===== src/rtl/cht_pkg.sv =====
// Shared types, sizes and codes of the chained hash table.
// Depends on nothing; every other file of the block but cht_ram imports it.
`default_nettype none
package cht_pkg;

    localparam int MAX_BUCKETS = 64;
    localparam int CHAIN_DEPTH = 8;
    localparam int SLOT_TOTAL  = MAX_BUCKETS * CHAIN_DEPTH;
    localparam int BUCKET_W    = $clog2(MAX_BUCKETS);
    localparam int POS_W       = $clog2(CHAIN_DEPTH);
    localparam int LEN_W       = POS_W + 1;
    localparam int SLOT_AW     = BUCKET_W + POS_W;
    localparam int COUNT_W     = 10;
    localparam int CFG_W       = 7;
    localparam int DATA_W      = 32;
    localparam int HASH_W      = 30;
    localparam int PROD_W      = 39;
    localparam int QUEUE_DEPTH = 2;
    localparam int OUT_W       = 48;

    localparam logic [HASH_W-1:0] HASH_MOD    = 30'd1000000007;
    localparam logic [8:0]        HASH_BASE   = 9'd311;
    localparam logic [31:0]       DIV10_MAGIC = 32'hCCCCCCCD;

    localparam logic [CFG_W-1:0] BUCKETS_MAX = CFG_W'(MAX_BUCKETS);
    localparam logic [LEN_W-1:0] CHAIN_FULL  = LEN_W'(CHAIN_DEPTH);

    localparam logic [1:0] REQ_GET   = 2'd0;
    localparam logic [1:0] REQ_PUT   = 2'd1;
    localparam logic [1:0] REQ_ERASE = 2'd2;
    localparam logic [1:0] REQ_HAS   = 2'd3;

    localparam logic [1:0] STATUS_OK       = 2'd0;
    localparam logic [1:0] STATUS_NOTFOUND = 2'd1;
    localparam logic [1:0] STATUS_FULL     = 2'd2;

    typedef struct packed {
        logic [1:0]          req;
        logic [DATA_W-1:0]   key;
        logic [DATA_W-1:0]   new_value;
        logic [BUCKET_W-1:0] bucket;
    } cht_item_t;

    typedef struct packed {
        logic [DATA_W-1:0] value;
        logic [DATA_W-1:0] key;
    } cht_slot_t;

endpackage
`default_nettype wire


===== src/rtl/cht_fifo.sv =====
// Short queue of hashed requests between the front end and the table engine.
// Depends on cht_pkg.
`default_nettype none
module cht_fifo import cht_pkg::*; (
    input  logic      aclk,
    input  logic      aresetn,
    input  logic      push_valid,
    input  cht_item_t push_item,
    output logic      full,
    input  logic      pop,
    output cht_item_t head,
    output logic      empty
);

    localparam int PTR_W = $clog2(QUEUE_DEPTH);

    cht_item_t        entries [QUEUE_DEPTH];
    logic [PTR_W-1:0] wptr_reg, rptr_reg;
    logic [PTR_W:0]   fill_reg;
    logic             do_push, do_pop;

    assign full    = (fill_reg == (PTR_W+1)'(QUEUE_DEPTH));
    assign empty   = (fill_reg == '0);
    assign head    = entries[rptr_reg];
    assign do_push = push_valid && !full;
    assign do_pop  = pop && !empty;

    always_ff @(posedge aclk) begin
        if (!aresetn) begin
            wptr_reg <= '0;
            rptr_reg <= '0;
            fill_reg <= '0;
        end else begin
            if (do_push) begin
                wptr_reg <= wptr_reg + PTR_W'(1);
            end
            if (do_pop) begin
                rptr_reg <= rptr_reg + PTR_W'(1);
            end
            fill_reg <= fill_reg + (PTR_W+1)'(do_push) - (PTR_W+1)'(do_pop);
        end
    end

    always_ff @(posedge aclk) begin
        if (do_push) begin
            entries[wptr_reg] <= push_item;
        end
    end

endmodule
`default_nettype wire


===== config.mk =====
export PLATFORM = sky130hd
export DESIGN_NAME = cht_fifo
export DESIGN_NICKNAME = d
export VERILOG_FILES = /design/src/rtl/cht_pkg.sv /design/src/rtl/cht_fifo.sv
export SDC_FILE = /design/constraint.sdc
export NUM_CORES = 1
export LEC_CHECK = 0
export ABC_AREA = 1
export BUFFER_PORTS_ARGS = -buffer_cell sky130_fd_sc_hd__buf_2
export CELL_PAD_IN_SITES_DETAIL_PLACEMENT = 0
export CELL_PAD_IN_SITES_GLOBAL_PLACEMENT = 1
export CORE_UTILIZATION = 48
export DETAILED_ROUTE_END_ITERATION = 8
export PLACE_DENSITY_LB_ADDON = 0.1
export SLEW_MARGIN = 20
export SYNTH_ARGS = -nofsm -noshare
export SYNTH_HDL_FRONTEND = slang
export SYNTH_SLANG_ARGS = --single-unit

===== constraint.sdc =====
create_clock -name aclk -period 8.39 [get_ports aclk]
set_clock_uncertainty 0.05 [all_clocks]
set_input_delay 2.517 -clock aclk [delete_from_list [all_inputs] [get_ports aclk]]
set_output_delay 2.517 -clock aclk [all_outputs]
set_load 0.005 [all_outputs]

==> out/results.env <==
GRT_PASS1_WL_UM=14300
MAX_CAP_VIOLATIONS=0
IO-PIN-COUNT=150
DRT_DRC_VIOLATIONS_LEFT=11
OUTCOME='finished, violations left'
DIE_HEIGHT_UM=112
POWERDENSITY_mW_PER_MM2=296
MAPPEDNETLISTAREA_MM2=0.00580
AVERAGE_CELL_AREA_AFTER_SYNTHESIS_UM2=22.1
SYN2LAYOUT_AREA_GROWTH_PCT=22.3
YS.FLOP_TYPE='edfxtp_1'
SYNTH.YOSYS.WARNINGS=0
PORT_BUFFERS=149
YS_TOP_CELLS_BY_AREA='edfxtp_1 (75%), mux2_4 (18%), buf_12 (2.4%)'
CLOCK_TREE_ROOT='clkbuf_16'
WORST_EP_ARRIVAL_TIME_NS=2.39
HOLD_DEPTH=2
DETAILEDPLACE.WORSTSLACK_NS=3.81
SYNTH_ENABLE_FLOP_CELLS=144
GLOBALROUTE.TOTALOVERFLOW=0
HOLD_PATH_END='rptr_reg'
GRT.TOTAL_USAGE_PCT=15.8
LEAKAGEPOWER_uW=0.00284
MIN_PERIOD_OVER_PERIOD_PCT=59.0
WORSTSKEWPAIRLATENCY_NS=0.41
WIRE_PER_INST_UM=15.9
FINALWIRELENGTH_UM=9210
FINAL_PERIOD_DEMAND_OF_THE_WORST_PATH_NS=4.95
TOTALNEGATIVESETUPSLACK_NS=0
POST-SYNTH-TOP-AREA-CELL='edfxtp_1'
FMAX_GHz=0.202
NETLIST_TOP_CELLS_COUNT='edfxtp_1 (144), mux2_4 (70), inv_1 (9), nand2_1 (9), nor2_1 (8)'
GRT_MAX_DEGREE=58
R2R_END='entries[0][16]'
TIGHTESTPINTRANSITION_NS=1.10
YOSYS.CELL_COUNT.TOP_TYPE='edfxtp_1'
GRT_SETUP_UNREPAIRED='false'
CTS-HTREE-LEVELS=4
LEAST_SETUP_SLACK_ACROSS_ALL_PATHS_AFTER_LAYOUT_NS=3.44
FINALSETUPVIOLCOUNT=0
NETLIST_INSTANCES=262
NETS=503
FIN_AREA_MM2=0.00709
WORSTSETUPSTARTPOINTTYPE='flop'
TIMING.CRITICAL_PATH.FANOUT_MAX=57
TRITONCTS.NUM_BUFFERS=17
MAXSLEWHEADROOM_PCT=26.6
INITIAL_CORE_UTIL_PCT=49.9
CLOCK_SLEW_AT_THE_REGISTER_CLOCK_PINS_OF_THE_WORST_SETUP_AND_HOLD_PATHS_NS=0.05
DIEAREA_MM2=0.0125
TIMING_WORST_SETUP_PATH_TYPE='reg -> out'
FIRST_GLOBAL_VIAS=2927
CLOCK_PATH_BUFFERS=2
FINAL_ANTENNA_NET_COUNT=0
ANTENNA_CELLS_INSERTED=0
CTS_HOLD_BUFFERS=0
CTS_TREE='done'
SYNTH.YOSYS.SEQ_AREA_SHARE_PCT=76.3
DRT_ITER0_MARKERS=126
DIE_WIDTH_UM=112
GP_CONGESTION=0.702
CTS_SINKS=149
SYNTH.TOP_CELL.AREA_SHARE_PCT=74.6
FAILED_CHECKS='design-rule violations'
DRIVE_ABOVE_1_SHARE_PCT=56.3
LARGEST_REGISTER_FFS=144
CTSRESIZECOUNT=0
CP_SLOWEST_CELL='buf_4'
DPL_CELL_AREA_MM2=0.00661
REQUIRED_NS=5.82
CORE-AREA_MM2=0.0116
WORST_SETUP_PATH_END_KIND='output port'
PATH_CLASS_OF_THE_LOWEST_SLACK_MIN_DELAY_PATH='reg -> reg'
SLEW_VIOLATIONS=0
POST_CTS.REPAIR.SETUP_BUFFERS=0
YS_SEQ_ELEMENTS=149
DRTPASS1ITERATIONS=6
DPL.HPWL_UM=5910
WORST-R2R-CELL-COUNT=5
FINALHOLDVIOLATIONS=0
SYNTH_FP_NETS=340
AREA.SEQUENTIAL_MM2=0.00443
VIASPERCELL=4.82
MULTIINPUTGATEAREA_MM2=0.00119
IR_WORST_VDD_V=0.000171
YOSYSUNIQUECELLTYPES=12
NUM_ROWS=39
TIMING.HOLD.WORST.START='rptr_reg'
REG2REG_SLACK_NS=6.01
CRIT_PATH_MAX_INCR_DELAY_NS=0.90
CRIT_CHAIN='buf_4 > mux2_2 > buf_2'
R2R-START='fill_reg[0]'
NUMBER_OF_ANTENNA_VIOLATIONS_AT_THE_FIRST_CHECK_IN_GLOBAL_ROUTING=0
FILLER_CELL_COUNT=893
NUM_VIAS=2795
SYNTH_ASYNC_SR_FLOP_SHARE_PCT=0
-- worst max-delay path by stage --
stage	slack, ns	end	start
6_report	3.44	head[59]	flop
3_5_place_dp	3.81	head[59]	flop
3_3_place_gp	3.83	head[59]	flop
4_1_cts	3.36	head[59]	flop
2_1_floorplan	2.25	entries[0][0]	push_valid
5_1_grt	3.30	head[59]	flop
-- layer usage --
metal | up-vias | global-route usage (%) | part of all wire [%]
li1 | 1346 | - | -
met4 | 0 | 8.83 | 2.0
met1 | 1341 | 17.6 | 40
met5 | - | 0 | 0
met2 | 93 | 26.1 | 51
met3 | 15 | 5.82 | 7.0
-- kinds of logic (layout without fill, tap and decap cells) --
logic type,Yosys count,in the layout,share of synthesized area (%)
DFF,149,149,76.3
muxes,72,72,18.5
and+or+nand+nor,20,20,1.36
buffers and inverters,17,192,3.19
adders and majority gates,2,2,0.432
AOI/OAI and AO/OA,2,2,0.173
-- critical path: cells and delay by family, from the launching register on --
kind | cells | cell delay (ns)
buf+inv | 2 | 1.02
mux | 1 | 0.41
flops | 1 | 0.52
-- power by group --
group	leakage (uW)	internal, uW	switching (uW)
sequential	0.00139	947	38.3
combinational	0.00122	272	218
clock	0.000234	369	255
-- layout by cell type (no fill, tap or decap) --
master     count
a21oi_1        2
buf_2        149
buf_4          3
clkbuf_1       6
clkbuf_16     17
clkinv_1       6
clkinv_2       2
clkinv_4       1
dfxtp_1        4
dfxtp_4        1
edfxtp_1     144
ha_1           2
inv_1          8
mux2_2         2
mux2_4        70
nand2_1        9
nand3_1        3
nor2_1         7
nor2_4         1
-- area by class of cell --
type	count	area share, %
well taps	143	2.52
repair buffers	152	10.8
multi-input cells	96	16.9
clock buffers	23	6.32
clock inverters	8	0.512
inverters	9	0.494
flip-flops and latches	149	62.5
-- metrics by stage --
| step | std cells | hold slack (ns) | total power (uW) | util (%) |
|---|---|---|---|---|
| after CTS | 580 | 0.474 | 2130 | 61.0 |
| final | 580 | 0.467 | 2100 | 61.0 |
| after detailed placement | 549 | 0.442 | 1500 | 56.9 |
| after global placement | 549 | 0.440 | 1490 | 56.9 |
| after floorplan | 262 | 0.417 | 1360 | - |
| after global routing | 580 | 0.506 | 2200 | 61.0 |
Power figures use the tool's default switching activity.
