[src/rtl/cht_pkg.sv]
// Shared types, sizes and codes of the chained hash table.
// Depends on nothing; every other file of the block but cht_ram imports it.
`default_nettype none
package cht_pkg;

    localparam int MAX_BUCKETS = 64;
    localparam int CHAIN_DEPTH = 8;
    localparam int SLOT_TOTAL  = MAX_BUCKETS * CHAIN_DEPTH;
    localparam int BUCKET_W    = $clog2(MAX_BUCKETS);
    localparam int POS_W       = $clog2(CHAIN_DEPTH);
    localparam int LEN_W       = POS_W + 1;
    localparam int SLOT_AW     = BUCKET_W + POS_W;
    localparam int COUNT_W     = 10;
    localparam int CFG_W       = 7;
    localparam int DATA_W      = 32;
    localparam int HASH_W      = 30;
    localparam int PROD_W      = 39;
    localparam int QUEUE_DEPTH = 2;
    localparam int OUT_W       = 48;

    localparam logic [HASH_W-1:0] HASH_MOD    = 30'd1000000007;
    localparam logic [8:0]        HASH_BASE   = 9'd311;
    localparam logic [31:0]       DIV10_MAGIC = 32'hCCCCCCCD;

    localparam logic [CFG_W-1:0] BUCKETS_MAX = CFG_W'(MAX_BUCKETS);
    localparam logic [LEN_W-1:0] CHAIN_FULL  = LEN_W'(CHAIN_DEPTH);

    localparam logic [1:0] REQ_GET   = 2'd0;
    localparam logic [1:0] REQ_PUT   = 2'd1;
    localparam logic [1:0] REQ_ERASE = 2'd2;
    localparam logic [1:0] REQ_HAS   = 2'd3;

    localparam logic [1:0] STATUS_OK       = 2'd0;
    localparam logic [1:0] STATUS_NOTFOUND = 2'd1;
    localparam logic [1:0] STATUS_FULL     = 2'd2;

    typedef struct packed {
        logic [1:0]          req;
        logic [DATA_W-1:0]   key;
        logic [DATA_W-1:0]   new_value;
        logic [BUCKET_W-1:0] bucket;
    } cht_item_t;

    typedef struct packed {
        logic [DATA_W-1:0] value;
        logic [DATA_W-1:0] key;
    } cht_slot_t;

endpackage
`default_nettype wire

[src/rtl/cht_front.sv]
// Front end: accepts request words and hashes the key into a bucket.
// Depends on cht_pkg.
`default_nettype none
module cht_front import cht_pkg::*; (
    input  logic             aclk,
    input  logic             aresetn,
    input  logic             s_tvalid,
    output logic             s_tready,
    input  logic [63:0]      s_tdata,
    input  logic [1:0]       s_tuser,
    input  logic [CFG_W-1:0] bucket_count,
    output logic             push_valid,
    output cht_item_t        push_item,
    input  logic             queue_full
);

    localparam logic [1:0] F_IDLE = 2'd0;
    localparam logic [1:0] F_HASH = 2'd1;
    localparam logic [1:0] F_MOD  = 2'd2;
    localparam logic [1:0] F_PUSH = 2'd3;

    logic [1:0]          state_reg, state_next;
    logic [2:0]          step_reg, step_next;
    logic [4:0]          bitcnt_reg, bitcnt_next;
    logic [1:0]          req_reg, req_next;
    logic [DATA_W-1:0]   key_reg, key_next;
    logic [DATA_W-1:0]   nv_reg, nv_next;
    logic [DATA_W-1:0]   k_reg, k_next;
    logic [28:0]         qk_reg, qk_next;
    logic [HASH_W-1:0]   h_reg, h_next;
    logic [PROD_W-1:0]   x_reg, x_next;
    logic [BUCKET_W-1:0] r_reg, r_next;

    logic [63:0]         prod;
    logic [31:0]         qk10;
    logic [3:0]          digit;
    logic [PROD_W-1:0]   x_red;
    logic [PROD_W-1:0]   x_fin;
    logic [CFG_W-1:0]    n_eff;
    logic [BUCKET_W:0]   r_shift;
    logic [BUCKET_W:0]   r_mod;

    assign prod  = k_reg * DIV10_MAGIC;
    assign qk10  = {qk_reg, 3'b000} + {2'b00, qk_reg, 1'b0};
    assign digit = 4'(k_reg - qk10);
    assign x_red = x_reg - PROD_W'(x_reg[PROD_W-1:HASH_W] * HASH_MOD);
    assign x_fin = (x_reg >= PROD_W'(HASH_MOD)) ? x_reg - PROD_W'(HASH_MOD) : x_reg;

    assign n_eff = (bucket_count == '0) ? CFG_W'(1) :
                   (bucket_count > BUCKETS_MAX) ? BUCKETS_MAX : bucket_count;
    assign r_shift = {r_reg, h_reg[HASH_W-1]};
    assign r_mod   = (CFG_W'(r_shift) >= n_eff) ? r_shift - (BUCKET_W+1)'(n_eff) : r_shift;

    assign s_tready   = (state_reg == F_IDLE);
    assign push_valid = (state_reg == F_PUSH);
    assign push_item  = '{req: req_reg, key: key_reg, new_value: nv_reg, bucket: r_reg};

    always_comb begin
        state_next  = state_reg;
        step_next   = step_reg;
        bitcnt_next = bitcnt_reg;
        req_next    = req_reg;
        key_next    = key_reg;
        nv_next     = nv_reg;
        k_next      = k_reg;
        qk_next     = qk_reg;
        h_next      = h_reg;
        x_next      = x_reg;
        r_next      = r_reg;
        case (state_reg)
            F_IDLE: begin
                if (s_tvalid) begin
                    req_next = s_tuser;
                    key_next = s_tdata[31:0];
                    nv_next  = s_tdata[63:32];
                    k_next   = s_tdata[31:0];
                    h_next   = '0;
                    r_next   = '0;
                    step_next = '0;
                    // zero and negative keys land in bucket zero
                    if (!s_tdata[31] && (s_tdata[31:0] != '0)) begin
                        state_next = F_HASH;
                    end else begin
                        state_next = F_PUSH;
                    end
                end
            end
            F_HASH: begin
                step_next = step_reg + 3'd1;
                case (step_reg)
                    3'd0: begin
                        qk_next = prod[63:35];
                        x_next  = PROD_W'(h_reg * HASH_BASE);
                    end
                    3'd1: begin
                        x_next = x_reg + PROD_W'(digit) + PROD_W'(1);
                        k_next = {3'b000, qk_reg};
                    end
                    3'd2, 3'd3, 3'd4: begin
                        x_next = x_red;
                    end
                    default: begin
                        h_next    = x_fin[HASH_W-1:0];
                        step_next = '0;
                        if (k_reg == '0) begin
                            state_next  = F_MOD;
                            bitcnt_next = 5'(HASH_W - 1);
                        end
                    end
                endcase
            end
            F_MOD: begin
                r_next      = r_mod[BUCKET_W-1:0];
                h_next      = {h_reg[HASH_W-2:0], 1'b0};
                bitcnt_next = bitcnt_reg - 5'd1;
                if (bitcnt_reg == '0) begin
                    state_next = F_PUSH;
                end
            end
            F_PUSH: begin
                if (!queue_full) begin
                    state_next = F_IDLE;
                end
            end
            default: begin
                state_next = F_IDLE;
            end
        endcase
    end

    always_ff @(posedge aclk) begin
        if (!aresetn) begin
            state_reg <= F_IDLE;
        end else begin
            state_reg <= state_next;
        end
    end

    always_ff @(posedge aclk) begin
        step_reg   <= step_next;
        bitcnt_reg <= bitcnt_next;
        req_reg    <= req_next;
        key_reg    <= key_next;
        nv_reg     <= nv_next;
        k_reg      <= k_next;
        qk_reg     <= qk_next;
        h_reg      <= h_next;
        x_reg      <= x_next;
        r_reg      <= r_next;
    end

endmodule
`default_nettype wire

[config.mk]
export PLATFORM = sky130hd
export DESIGN_NAME = cht_front
export DESIGN_NICKNAME = d
export VERILOG_FILES = /design/src/rtl/cht_pkg.sv /design/src/rtl/cht_front.sv
export SDC_FILE = /design/constraint.sdc
export NUM_CORES = 2
export LEC_CHECK = 0
export BUFFER_PORTS_ARGS = -buffer_cell sky130_fd_sc_hd__buf_2
export CAP_MARGIN = 20
export CORE_MARGIN = 5
export CORE_UTILIZATION = 42
export DETAILED_ROUTE_END_ITERATION = 8
export GPL_ROUTABILITY_DRIVEN = 1
export SLEW_MARGIN = 10
export SYNTH_ARGS = -nofsm -noshare
export SYNTH_HDL_FRONTEND = slang
export SYNTH_SLANG_ARGS = --single-unit
[constraint.sdc]
create_clock -name aclk -period 21.9 [get_ports aclk]
set_input_delay 2.19 -clock aclk [delete_from_list [all_inputs] [get_ports aclk]]
set_output_delay 2.19 -clock aclk [all_outputs]
set_load 0.05 [all_outputs]
==> metrics.txt <==
status finished, final reports clean; sequential share of the synthesized area 16.8%; I/O pins 151; crit path launch k_reg[20]; total wire length 111 mm; footprint of the multi-input gates 0.0281 mm^2; minimum clock period 7.99 ns; final hold slack 0.497 ns; Critical Path Sink qk_reg[28]; Period Utilization, post-route 36.5%; die footprint 0.0960 mm^2; worst rel slew slack 17.8%; RSZ-0062 raised after global routing no; reg2reg path depth 26; Post-synth EDFFs 210; site row count 110; CTS sink cnt 212; H-tree lvl count 1; critical path capture point type flop; Port Buffers 150; Syn-to-layout area delta 8.07%; commonest non-fill, non-tap cell in the layout inv_1; Synth async-reset ratio 0%; Max FO, Critical Path 7; max cap viols 0; area share of the largest cell type after synthesis 31.7%; Initial Util 42.1%; highest-count cells in the layout ignoring fill and taps inv_1, ha_1, fa_1; worst skew pair latency 0.62 ns; remaining global-route overflow 0; syn avg cell area 10.5 um^2; cell area after synthesis 0.0377 mm^2; clk slew on worst S/H paths 0.06 ns; Post-CTS Hold Buffers 0; Main synth FF type edfxtp_1; worst reg-to-reg setup slack 13.91 ns; drt initial violations 1771; fin nets 5022; CP Data Required Time 22.26 ns; Tot GR Track Use 23.5%; Final Hold Vio Count 0; Fin Clk Skew 0.0386 ns; total number of vias 26200; Final TNS setup 0 ns; layout cells sized above 1 7.55%; fin. max-slew vios 0; Placer Congestion 0.982; DRT antenna net count 0; Slew @ Worst Pin 1.22 ns; DP HPWL 95.4 mm; Mapped Nets 4890; CTS tree built; die height 310 um; initial antenna violation count 1; Post-CTS Resized 0; Ys Warns 0; Unique masters post-synth 90; reg-to-reg startpoint k_reg[20]; Post-route DRC 0; diode count 0; vias in the first global route 28000; reg2reg end qk_reg[28]; Synth area leader fa_1; Root Driver clkbuf_16; Worst Setup Start Kind flop; fillcell total 8498; Finish-stage setup viols 0; CTS max path bufs 3; critical path class reg -> reg; Min-Delay Path Class reg -> reg; WL/cell 22.4 um; clock buffer count from CTS 30; critical path arrival 8.35 ns; drt via density 5.31; setup bufs post-CTS 0; Reg area 0.00635 mm^2; cell count after synthesis 3605; Core Area 0.0896 mm^2; f_max 125 MHz; number of flip-flops in the largest register 39; Die X 310 um; largest cells by area after synthesis fa_1, ha_1, edfxtp_1, inv_1, xnor2_1; DRT Pass-1 Iters 5; Synth Register Bits 212; first-pass GRT wire length 172 mm; largest net degree at the start of global routing 58
==> cells by family after synthesis <==
family | synth area share (%)
adders and majority gates | 51.9
buffers and inverters | 8.82
AOI/OAI and AO/OA | 9.52
and+or+nand+nor | 6.75
xor gates and xnor gates | 4.94
DFF | 16.8
muxes | 1.25
==> cells in the mapped netlist (11+ instances only) <==
cell type,count
nand4_1,37
o211ai_1,13
mux2_2,29
xnor2_1,123
a22oi_1,16
mux2i_1,13
fa_1,597
and2_1,20
ha_1,611
a31oi_1,11
a211oi_1,13
and3_1,18
a21oi_1,136
nor2_1,85
clkbuf_1,49
xor2_1,90
nor3_1,27
o21ai_0,114
nand2b_1,15
a21o_1,111
nor2b_1,28
nand2_1,177
inv_1,802
nor4_1,13
o221ai_1,14
nand3_1,53
o21a_1,20
o21bai_1,14
edfxtp_1,210
==> worst max-delay path: stages (launching register included) <==
cell      delay (ns)
edfxtp_1        0.53
inv_1           0.10
ha_1            0.49
inv_1           0.15
fa_1            0.52
inv_1           0.05
fa_1            0.52
inv_1           0.07
fa_1            0.50
inv_1           0.07
fa_1            0.55
fa_1            0.43
fa_1            0.51
inv_1           0.05
fa_1            0.47
inv_1           0.04
ha_1            0.36
nand4_1         0.23
inv_1           0.07
a221oi_1        0.34
o21ai_1         0.18
o21ai_1         0.47
o21ai_2         0.19
a211oi_2        0.34
o221ai_1        0.21
a21oi_1         0.21
xnor2_1         0.07
==> stage by stage <==
step                      setup WS [ns]  cell area, um^2  util (%)  cells
final                             13.91            40800      45.5   4936
after global routing              13.44            40800      45.5   4936
after CTS                         13.88            40800      45.5   4936
after detailed placement          13.90            39800      44.4   4881
after global placement            14.03            39800      44.4   4881
after floorplan                   14.91            37700         -   3605
==> worst min-delay path by stage <==
stage                       startpoint      endpoint  slack [ns]  depth (start not counted)
after floorplan           state_reg[1]  state_reg[1]        0.47                          2
after global placement    state_reg[1]  state_reg[1]        0.48                          2
after detailed placement  state_reg[1]  state_reg[1]        0.49                          2
after CTS                 state_reg[1]  state_reg[1]        0.50                          2
after global routing      state_reg[1]  state_reg[1]        0.52                          2
final                     state_reg[1]  state_reg[1]        0.50                          2
==> layer usage <==
metal  track usage [%]  wire length [um]
met1              31.2             46800
met2              40.2             54000
met3              2.68              5100
met4              8.02              4840
met5                 0                 0
==> final cells by class <==
cell class | instances | area share (%)
clock inverters | 14 | 0.402
well taps | 1176 | 3.61
repair buffers | 166 | 2.13
inverters | 805 | 7.41
flip-flops and latches | 212 | 15.6
clock buffers | 41 | 1.99
multi-input cells | 2522 | 68.9
Power is left out: the tool's default activity adds up to more than one toggle a clock period on the data nets, which glitch-free logic cannot reach.
